### src/rtl/spe_pkg.sv
// Shared types and constants of the scatterometer packet sample extractor.
// Used by the front, back and top-level modules; depends on nothing.
`timescale 1ns / 1ps

package spe_pkg;

	// input field widths
	localparam int ID_W      = 11;
	localparam int LEN_W     = 16;
	localparam int BYTE_W    = 8;
	localparam int POS_W     = 16;

	// result field widths
	localparam int CHAN_OUT_W = 3;
	localparam int LINE_OUT_W = 14;
	localparam int COL_W      = 8;
	localparam int SAMPLE_W   = 16;
	localparam int WORD_W     = 16;

	// packet framing
	localparam logic [ID_W-1:0]  BASE_ID_RESET     = 11'd208;
	localparam logic [LEN_W-1:0] MIN_PAYLOAD       = 16'd654;
	localparam logic [POS_W-1:0] FIRST_SAMPLE_BYTE = 16'd140;
	localparam logic [POS_W-1:0] POS_MAX           = 16'hffff;

	// bfloat16 decode: value = (128 + f) * 2^(e - 134)
	localparam logic [7:0] EXP_ALL_ONES = 8'hff;
	localparam logic [7:0] EXP_UNIT     = 8'd134; // bias 127 plus 7 mantissa bits
	localparam logic [7:0] EXP_MIN_USED = 8'd127; // below: shifted out entirely
	localparam logic [7:0] EXP_SAT      = 8'd150; // at or above: saturates
	localparam int         MAG_W        = 23;     // 255 << 15 fits

	// floor(x / 100) = (x * ceil(2^30 / 100)) >> 30, exact for x < 2^23
	localparam int               RECIP_W     = 24;
	localparam logic [RECIP_W-1:0] RECIP_100 = 24'd10737419;
	localparam int               RECIP_SHIFT = 30;
	localparam int               QUOT_W      = 17;
	localparam logic [SAMPLE_W-1:0] SAMPLE_MAX = 16'hffff;

	// work handed from front to back, channel travels beside it
	typedef struct packed {
		logic                 is_line_end;
		logic [COL_W-1:0]     column;
		logic [WORD_W-1:0]    word;
	} spe_cmd_t;

endpackage

### src/rtl/spe_front.sv
// Front end: holds the base id register, tracks the byte position in the packet,
// classifies each item and pushes result-producing work into the queue. Uses spe_pkg.
`timescale 1ns / 1ps

module spe_front #(
	parameter int SAMPLES_PER_LINE = 256,
	parameter int CHANNEL_COUNT    = 6,
	parameter int CH_W             = 3
) (
	input  logic                         clk,
	input  logic                         arst_n,
	input  logic                         cfg_we,
	input  logic [spe_pkg::ID_W-1:0]     cfg_wdata,
	input  logic                         in_valid,
	output logic                         in_ready,
	input  logic [spe_pkg::ID_W-1:0]     packet_id,
	input  logic [spe_pkg::LEN_W-1:0]    payload_length,
	input  logic [spe_pkg::BYTE_W-1:0]   data_byte,
	input  logic                         final_byte,
	input  logic                         q_full,
	output logic                         push,
	output logic [CH_W-1:0]              push_ch,
	output spe_pkg::spe_cmd_t            push_cmd
);

	localparam logic [spe_pkg::POS_W-1:0] REGION_LEN = spe_pkg::POS_W'(2 * SAMPLES_PER_LINE);
	localparam logic [spe_pkg::ID_W-1:0]  CHAN_LIMIT = spe_pkg::ID_W'(CHANNEL_COUNT);

	logic [spe_pkg::ID_W-1:0]   base_q;
	logic [spe_pkg::POS_W-1:0]  pos_q;
	logic [spe_pkg::BYTE_W-1:0] held_q;

	logic                       accept;
	logic [spe_pkg::ID_W-1:0]   id_off;
	logic                       used;
	logic [spe_pkg::POS_W-1:0]  rel;
	logic                       in_region;

	// configuration register
	always_ff @(posedge clk or negedge arst_n) begin
		if (!arst_n) begin
			base_q <= spe_pkg::BASE_ID_RESET;
		end else if (cfg_we) begin
			base_q <= cfg_wdata;
		end
	end

	assign in_ready = !q_full;
	assign accept   = in_valid && !q_full;

	// classify the item
	always_comb begin
		id_off    = packet_id - base_q;
		used      = (payload_length >= spe_pkg::MIN_PAYLOAD) && (packet_id >= base_q)
		            && (id_off < CHAN_LIMIT);
		rel       = pos_q - spe_pkg::FIRST_SAMPLE_BYTE;
		in_region = (pos_q >= spe_pkg::FIRST_SAMPLE_BYTE) && (rel < REGION_LEN) && rel[0];
	end

	assign push                 = accept && used && (final_byte || in_region);
	assign push_ch              = id_off[CH_W-1:0];
	assign push_cmd.is_line_end = final_byte;
	assign push_cmd.column      = final_byte ? '0 : rel[spe_pkg::COL_W:1];
	assign push_cmd.word        = {held_q, data_byte};

	// position and held byte update on every accepted item; position clears on the final byte and holds at its maximum
	always_ff @(posedge clk or negedge arst_n) begin
		if (!arst_n) begin
			pos_q  <= '0;
			held_q <= '0;
		end else if (accept) begin
			held_q <= data_byte;
			if (final_byte) begin
				pos_q <= '0;
			end else if (pos_q != spe_pkg::POS_MAX) begin
				pos_q <= pos_q + 1'b1;
			end
		end
	end

endmodule

### src/rtl/spe_queue.sv
// Short first-in first-out queue between front and back.
// Generic over entry width and depth; no package dependency.
`timescale 1ns / 1ps

module spe_queue #(
	parameter int WIDTH = 28,
	parameter int DEPTH = 4
) (
	input  logic             clk,
	input  logic             arst_n,
	input  logic             push,
	input  logic [WIDTH-1:0] push_data,
	output logic             full,
	input  logic             pop,
	output logic             valid,
	output logic [WIDTH-1:0] pop_data
);

	localparam int AW = (DEPTH > 1) ? $clog2(DEPTH) : 1;

	logic [WIDTH-1:0] mem [DEPTH];
	logic [AW-1:0]    wr_ptr_q;
	logic [AW-1:0]    rd_ptr_q;
	logic [AW:0]      count_q;

	assign full     = (count_q == (AW+1)'(DEPTH));
	assign valid    = (count_q != '0);
	assign pop_data = mem[rd_ptr_q];

	// storage
	always_ff @(posedge clk) begin
		if (push) begin
			mem[wr_ptr_q] <= push_data;
		end
	end

	// pointers and fill count
	always_ff @(posedge clk or negedge arst_n) begin
		if (!arst_n) begin
			wr_ptr_q <= '0;
			rd_ptr_q <= '0;
			count_q  <= '0;
		end else begin
			if (push) begin
				wr_ptr_q <= (wr_ptr_q == AW'(DEPTH - 1)) ? '0 : wr_ptr_q + 1'b1;
			end
			if (pop) begin
				rd_ptr_q <= (rd_ptr_q == AW'(DEPTH - 1)) ? '0 : rd_ptr_q + 1'b1;
			end
			unique case ({push, pop})
				2'b10:   count_q <= count_q + 1'b1;
				2'b01:   count_q <= count_q - 1'b1;
				default: count_q <= count_q;
			endcase
		end
	end

endmodule

### src/rtl/spe_back.sv
// Back end: keeps the per-channel line counters, decodes the bfloat16 word,
// divides by 100 through a reciprocal multiply and holds the result register. Uses spe_pkg.
`timescale 1ns / 1ps

module spe_back #(
	parameter int MAX_LINES     = 16384,
	parameter int CHANNEL_COUNT = 6,
	parameter int CH_W          = 3,
	parameter int LINE_W        = 14
) (
	input  logic                              clk,
	input  logic                              arst_n,
	input  logic                              q_valid,
	input  logic [CH_W-1:0]                   q_ch,
	input  spe_pkg::spe_cmd_t                 q_cmd,
	output logic                              q_pop,
	output logic                              out_valid,
	input  logic                              out_ready,
	output logic [spe_pkg::CHAN_OUT_W-1:0]    channel,
	output logic [spe_pkg::LINE_OUT_W-1:0]    line,
	output logic [spe_pkg::COL_W-1:0]         column,
	output logic [spe_pkg::SAMPLE_W-1:0]      sample_value,
	output logic                              is_line_end
);

	localparam logic [LINE_W-1:0] LINE_LAST = LINE_W'(MAX_LINES - 1);
	localparam int                PROD_W    = spe_pkg::MAG_W + spe_pkg::RECIP_W;

	logic [LINE_W-1:0] line_counts_q [CHANNEL_COUNT];

	// stage 1 registers
	logic                          v_s1;
	logic [CH_W-1:0]               ch_s1;
	logic [LINE_W-1:0]             line_s1;
	logic [spe_pkg::COL_W-1:0]     col_s1;
	logic [spe_pkg::MAG_W-1:0]     mag_s1;
	logic                          zero_s1;
	logic                          sat_s1;
	logic                          end_s1;

	// output register
	logic                          out_v_q;

	logic                          adv;
	logic [LINE_W-1:0]             ln;
	logic                          sign;
	logic [7:0]                    expo;
	logic [7:0]                    mant;
	logic [3:0]                    shamt;
	logic [spe_pkg::MAG_W-1:0]     mag;
	logic                          zero;
	logic                          sat;
	logic [PROD_W-1:0]             prod;
	logic [spe_pkg::QUOT_W-1:0]    quot;
	logic [spe_pkg::SAMPLE_W-1:0]  sample;

	assign adv   = !out_v_q || out_ready;
	assign q_pop = q_valid && (!v_s1 || adv);
	assign ln    = line_counts_q[q_ch];

	// split the word and align the mantissa to an integer
	always_comb begin
		sign  = q_cmd.word[15];
		expo  = q_cmd.word[14:7];
		mant  = {1'b1, q_cmd.word[6:0]};
		zero  = sign || (expo == spe_pkg::EXP_ALL_ONES) || (expo < spe_pkg::EXP_MIN_USED);
		sat   = !zero && (expo >= spe_pkg::EXP_SAT);
		if (expo >= spe_pkg::EXP_UNIT) begin
			shamt = 4'(expo - spe_pkg::EXP_UNIT);
			mag   = spe_pkg::MAG_W'(mant) << shamt;
		end else begin
			shamt = 4'(spe_pkg::EXP_UNIT - expo);
			mag   = spe_pkg::MAG_W'(mant >> shamt);
		end
	end

	// line counters advance on each line end, holding at the last line
	always_ff @(posedge clk or negedge arst_n) begin
		if (!arst_n) begin
			for (int i = 0; i < CHANNEL_COUNT; i++) begin
				line_counts_q[i] <= '0;
			end
		end else if (q_pop && q_cmd.is_line_end && (ln < LINE_LAST)) begin
			line_counts_q[q_ch] <= ln + 1'b1;
		end
	end

	// stage 1 valid
	always_ff @(posedge clk or negedge arst_n) begin
		if (!arst_n) begin
			v_s1 <= 1'b0;
		end else if (q_pop) begin
			v_s1 <= 1'b1;
		end else if (adv) begin
			v_s1 <= 1'b0;
		end
	end

	// stage 1 payload
	always_ff @(posedge clk) begin
		if (q_pop) begin
			ch_s1   <= q_ch;
			line_s1 <= ln;
			col_s1  <= q_cmd.column;
			mag_s1  <= mag;
			zero_s1 <= zero;
			sat_s1  <= sat;
			end_s1  <= q_cmd.is_line_end;
		end
	end

	// divide by 100 and clamp; line ends and zeroed words give 0
	always_comb begin
		prod = PROD_W'(mag_s1) * PROD_W'(spe_pkg::RECIP_100);
		quot = prod[spe_pkg::RECIP_SHIFT +: spe_pkg::QUOT_W];
		if (end_s1 || zero_s1) begin
			sample = '0;
		end else if (sat_s1 || quot[spe_pkg::QUOT_W-1]) begin
			sample = spe_pkg::SAMPLE_MAX;
		end else begin
			sample = quot[spe_pkg::SAMPLE_W-1:0];
		end
	end

	// output register valid
	always_ff @(posedge clk or negedge arst_n) begin
		if (!arst_n) begin
			out_v_q <= 1'b0;
		end else if (adv) begin
			out_v_q <= v_s1;
		end
	end

	// output register payload
	always_ff @(posedge clk) begin
		if (adv && v_s1) begin
			channel      <= spe_pkg::CHAN_OUT_W'(ch_s1);
			line         <= spe_pkg::LINE_OUT_W'(line_s1);
			column       <= col_s1;
			sample_value <= sample;
			is_line_end  <= end_s1;
		end
	end

	assign out_valid = out_v_q;

endmodule

### src/rtl/scatterometer_packet_sample_extractor.sv
// Top level of the scatterometer packet sample extractor.
// Instantiates spe_front, spe_queue and spe_back; uses spe_pkg.
`timescale 1ns / 1ps

// Takes one payload byte per cycle while the queue is not full and sustains one
// item per cycle on both sides while m_tready is high. Packets of at least 654
// bytes whose id lies in base..base+CHANNEL_COUNT-1 give one sample result per
// 16-bit word in bytes 140 to 140+2*SAMPLES_PER_LINE-1 and one line-end result
// (tuser high) on their final byte; other bytes give nothing. A result passes
// through the four-entry queue, whose head is decoded into the stage register,
// and then through the divide-by-100 multiplier into the output register. The
// queue lets input keep flowing while the output is stalled, until it is full.
module scatterometer_packet_sample_extractor #(
	parameter int MAX_LINES        = 16384,
	parameter int SAMPLES_PER_LINE = 256,
	parameter int CHANNEL_COUNT    = 6
) (
	input  logic        clk,
	input  logic        arst_n,
	input  logic        cfg_we,
	input  logic [10:0] cfg_wdata,     // base_packet_id
	input  logic        s_tvalid,
	output logic        s_tready,
	input  logic [39:0] s_tdata,       // packet_id[10:0], payload_length[26:11], data_byte[34:27]
	input  logic        s_tlast,       // final_byte
	output logic        m_tvalid,
	input  logic        m_tready,
	output logic [47:0] m_tdata,       // channel[2:0], line[16:3], column[24:17],
	                                   // sample_value[40:25]
	output logic        m_tuser        // is_line_end
);

	localparam int CH_W    = (CHANNEL_COUNT > 1) ? $clog2(CHANNEL_COUNT) : 1;
	localparam int LINE_W  = (MAX_LINES > 1) ? $clog2(MAX_LINES) : 1;
	localparam int Q_DEPTH = 4;
	localparam int Q_W     = CH_W + $bits(spe_pkg::spe_cmd_t);

	logic                      push;
	logic [CH_W-1:0]           push_ch;
	spe_pkg::spe_cmd_t         push_cmd;
	logic                      q_full;
	logic                      q_valid;
	logic                      q_pop;
	logic [Q_W-1:0]            q_data;
	logic [CH_W-1:0]           q_ch;
	spe_pkg::spe_cmd_t         q_cmd;

	logic [spe_pkg::CHAN_OUT_W-1:0] channel;
	logic [spe_pkg::LINE_OUT_W-1:0] line;
	logic [spe_pkg::COL_W-1:0]      column;
	logic [spe_pkg::SAMPLE_W-1:0]   sample_value;

	// accept and classify
	spe_front #(
		.SAMPLES_PER_LINE (SAMPLES_PER_LINE),
		.CHANNEL_COUNT    (CHANNEL_COUNT),
		.CH_W             (CH_W)
	) u_front (
		.clk            (clk),
		.arst_n         (arst_n),
		.cfg_we         (cfg_we),
		.cfg_wdata      (cfg_wdata),
		.in_valid       (s_tvalid),
		.in_ready       (s_tready),
		.packet_id      (s_tdata[10:0]),
		.payload_length (s_tdata[26:11]),
		.data_byte      (s_tdata[34:27]),
		.final_byte     (s_tlast),
		.q_full         (q_full),
		.push           (push),
		.push_ch        (push_ch),
		.push_cmd       (push_cmd)
	);

	// decoupling queue
	spe_queue #(
		.WIDTH (Q_W),
		.DEPTH (Q_DEPTH)
	) u_queue (
		.clk       (clk),
		.arst_n    (arst_n),
		.push      (push),
		.push_data ({push_ch, push_cmd}),
		.full      (q_full),
		.pop       (q_pop),
		.valid     (q_valid),
		.pop_data  (q_data)
	);

	assign q_ch  = q_data[Q_W-1 -: CH_W];
	assign q_cmd = q_data[$bits(spe_pkg::spe_cmd_t)-1:0];

	// decode, divide and deliver
	spe_back #(
		.MAX_LINES     (MAX_LINES),
		.CHANNEL_COUNT (CHANNEL_COUNT),
		.CH_W          (CH_W),
		.LINE_W        (LINE_W)
	) u_back (
		.clk          (clk),
		.arst_n       (arst_n),
		.q_valid      (q_valid),
		.q_ch         (q_ch),
		.q_cmd        (q_cmd),
		.q_pop        (q_pop),
		.out_valid    (m_tvalid),
		.out_ready    (m_tready),
		.channel      (channel),
		.line         (line),
		.column       (column),
		.sample_value (sample_value),
		.is_line_end  (m_tuser)
	);

	assign m_tdata = {7'b0, sample_value, column, line, channel};

endmodule
### config.mk
export PLATFORM = sky130hd
export DESIGN_NAME = scatterometer_packet_sample_extractor
export DESIGN_NICKNAME = d
export VERILOG_FILES = /design/src/rtl/spe_pkg.sv /design/src/rtl/spe_front.sv /design/src/rtl/spe_queue.sv /design/src/rtl/spe_back.sv /design/src/rtl/scatterometer_packet_sample_extractor.sv
export SDC_FILE = /design/constraint.sdc
export NUM_CORES = 1
export LEC_CHECK = 0
export BUFFER_PORTS_ARGS = -buffer_cell sky130_fd_sc_hd__buf_2
export CAP_MARGIN = 20
export CELL_PAD_IN_SITES_DETAIL_PLACEMENT = 1
export CELL_PAD_IN_SITES_GLOBAL_PLACEMENT = 2
export CORE_AREA = 8 8 177 346
export DETAILED_ROUTE_END_ITERATION = 10
export DIE_AREA = 0 0 185 354
export GPL_ROUTABILITY_DRIVEN = 1
export PLACE_DENSITY = 0.81
export SLEW_MARGIN = 20
export SYNTH_ARGS = -nofsm -noshare
export SYNTH_HDL_FRONTEND = slang
export SYNTH_HIERARCHICAL = 1
export SYNTH_SLANG_ARGS = --single-unit
export TNS_END_PERCENT = 10
### constraint.sdc
create_clock -name clk -period 8.1 [get_ports clk]
set_input_delay 0.405 -clock clk [delete_from_list [all_inputs] [get_ports clk]]
set_output_delay 0.405 -clock clk [all_outputs]
set_load 0.03 [all_outputs]
==> summary.txt <==
Run status
  – Status: finished clean

Logic synthesis
  – Syn avg cell area: 12.0 µm²
  – Seq cells post-synth: 333
  – Area contributors post-synth: edfxtp_1, fa_1, ha_1
  – Ys flop type: edfxtp_1
  – Unique masters post-synth: 92
  – Cells after Synth: 2,054
  – Area leader, netlist: edfxtp_1
  – Count leader, synth: inv_1
  – Synth warnings: 6
  – Number of synthesized flops with an enable pin: 205
  – Syn Std Cell Area: 24,700 µm²
  – Synth top cells by count: inv_1, ha_1, edfxtp_1
  – Sequential area share after synthesis: 0.379
  – Asr flop ratio synth: 0.384
  – Top-area cell type share of the netlist area: 0.249

Drt
  – Highest routing layer actually used: met4
  – Post-DRT Antenna Nets: 0
  – DR pass1 iterations: 4
  – DRT iter0 DRCs: 643
  – Met1 Wirelength: 25,900 µm
  – Routed via count: 15,300
  – Routed wire per std cell: 20.7 µm
  – Routed wire length: 60,300 µm
  – # DRC: 0
  – Via/cell ratio: 5.26
  – Met3 WL: 1840 µm
  – Met2 WL: 30,800 µm

Clocking
  – CTS tree: yes
  – Setup bufs post-CTS: 0
  – Post-CTS Hold Fix Bufs: 4
  – Clk_lat worst skew: 0.60 ns
  – CTS buffer count: 30
  – Post_cts resized: 0
  – Worst-case clock buffer depth: 3
  – Clk slew on worst S/H paths: 0.07 ns
  – Clock sinks: 333
  – H-tree Lvls: 1
  – Root buf cell: clkbuf_16

STA
  – Max Freq: 0.134 GHz
  – Tmin final: 7.45 ns
  – Final setup vio count: 0
  – Slew at the pin closest to its max-slew limit: 1.01 ns
  – Max-slew headroom: 0.324
  – Setup TNS Final: 0 ns
  – RSZ-0062 raised after global routing: no
  – Hold Vio Cnt, Final: 0
  – Layout Skew: 0.0389 ns
  – Slew Limit Fails: 0
  – Final worst-path cycle share: 0.920

Placed design
  – I/O Buffers: 94
  – Final Wtd Congestion: 0.898
  – Detailed Place HPWL: 47,800 µm
  – Dpl cells: 2,853

Worst setup path
  – Crit start category: register
  – CP arrival: 7.89 ns
  – Req. time, crit path: 8.54 ns
  – Crit end category: register
  – Max Fanout on Critical Path: 12
  – Crit Path Class: reg2reg

Cells and area
  – Nets@finish: 2,654
  – Layout cell share with drive strength beyond 1: 0.153
  – Area Overhead vs Synth: 9.02%
  – Multi-input combinational cell area: 13,600 µm²
  – ANT cells: 0
  – Storage cell area: 9360 µm²
  – Fillers: 6,105
  – Non-filler instance count after layout: 2,913

Floorplanning
  – Die area: 65,500 µm²
  – Core area: 56,800 µm²
  – I/O Pins: 108
  – Die height: 354 µm
  – Initial Utilization: 0.435
  – DIE WIDTH: 185 µm
  – Row Count: 124

Hold path
  – Hold Path Class: in2reg

GRT
  – GRT overflow: 0
  – Initial antenna violation count: 0
  – Vias in the first global route: 17,300
  – Pin count of the biggest net entering global routing: 75
  – First-pass GRT wire length: 96,200 µm
  – GR Util All Layers: 0.188

Run
  – Max-Cap Viols: 0
metrics by stage:
| step | hold slack, ns | setup WS, ns | utilization | area [µm²] |
|---|---|---|---|---|
| 2_1_floorplan | 0.109 | 1.43 | - | 24700 |
| 4_1_cts | 0.00115 | 0.620 | 0.474 | 26900 |
| 5_1_grt | 0.0212 | 0.302 | 0.474 | 26900 |
| 3_3_place_gp | 0.403 | 0.764 | 0.455 | 25800 |
| 3_5_place_dp | 0.406 | 0.633 | 0.455 | 25800 |
| 6_report | 0.0360 | 0.652 | 0.474 | 26900 |
routing by layer:
layer / up-vias / track usage
met2: 221 / 0.333
met3: 82 / 0.0213
met5: - / 0
li1: 7186 / -
met4: 0 / 0.0620
met1: 7827 / 0.235
cell usage in the layout (no fill, tap or decap), drive strengths merged, types with 6 or more instances in the layout:
cell	synthesis	routed
a2111oi	7	7
a211oi	10	10
a21boi	6	6
a21o	24	24
a21oi	75	75
a31oi	13	13
and2	10	10
and3	12	12
buf	43	114
clkbuf	34	40
clkinv	0	10
conb	1	7
dfrtp	125	125
edfxtp	205	205
fa	196	196
ha	268	268
inv	349	350
mux2	101	101
mux2i	23	23
mux4	34	34
nand2	94	94
nand3	32	32
nand4	19	19
nor2	89	89
nor2b	17	17
nor3	17	17
o21a	10	10
o21ai	63	63
o22ai	11	11
or2	7	7
or3	7	7
xnor2	31	31
xor2	32	32
cells by family after synthesis:
kind of cell    share of synthesized area
fa+ha+maj                           0.295
xor+xnor                           0.0224
flops                               0.379
compound gates                     0.0698
mux                                0.0895
other cells                      0.000152
buf+inv                            0.0720
simple gates                       0.0718
flip-flops by register name (all words and copies together) (netlist names):
name,flops
u_queue/rd_ptr_q,2
u_back/col_s1,8
u_back/zero_s1,1
u_back/line_s1,14
u_queue/mem,112
u_back/column,8
u_front/held_q,8
u_front/base_q,11
u_queue/count_q,3
u_back/channel,3
u_back/is_line_end,1
u_back/line,14
u_back/ch_s1,3
u_back/mag_s1,23
u_back/line_counts_q,84
u_back/sample_value,16
u_back/out_valid,1
u_back/sat_s1,1
u_back/v_s1,1
u_queue/wr_ptr_q,2
u_back/end_s1,1
u_front/pos_q,16
critical path, cell delays in order (launching register included):
cell	delay (ns)
edfxtp_1	0.68
fa_1	0.57
fa_1	0.52
inv_1	0.05
fa_1	0.48
inv_1	0.06
fa_1	0.54
fa_1	0.45
fa_1	0.54
inv_1	0.06
fa_1	0.54
inv_1	0.04
ha_1	0.32
and3_1	0.22
nand3_1	0.13
nor3_1	0.29
nor2b_1	0.30
o21a_1	0.17
nor4b_1	0.06
or4_1	0.78
or2_2	0.38
o211ai_1	0.09
final timing paths:
| check | start | end | slack, ns | depth (start not counted) |
|---|---|---|---|---|
| max | u_back/mag_s1[3] | u_back/sample_value[13] | 0.65 | 21 |
| min | cfg_wdata[1] | u_front/base_q[1] | 0.04 | 3 |
| max reg2reg | u_back/mag_s1[3] | u_back/sample_value[13] | 0.65 | 21 |
| min reg2reg | u_back/line_s1[4] | u_back/line[4] | 0.42 | 0 |
| max in group asynchronous | arst_n | u_queue/rd_ptr_q[0] | 6.35 | 3 |
| min in group asynchronous | arst_n | u_back/line_counts_q[1] | 0.43 | 2 |
final cells by class:
class / count / area share
Timing Repair Buffer: 118 / 0.0248
Clock buffer: 40 / 0.0320
Multi-Input combinational cell: 1301 / 0.505
Inverter: 349 / 0.0487
Sequential cell: 333 / 0.348
Tap cell: 756 / 0.0352
Clock inverter: 16 / 0.00656
Power is not shown: default switching activity piles up to over one toggle a cycle in this logic, so the estimate is an artifact.
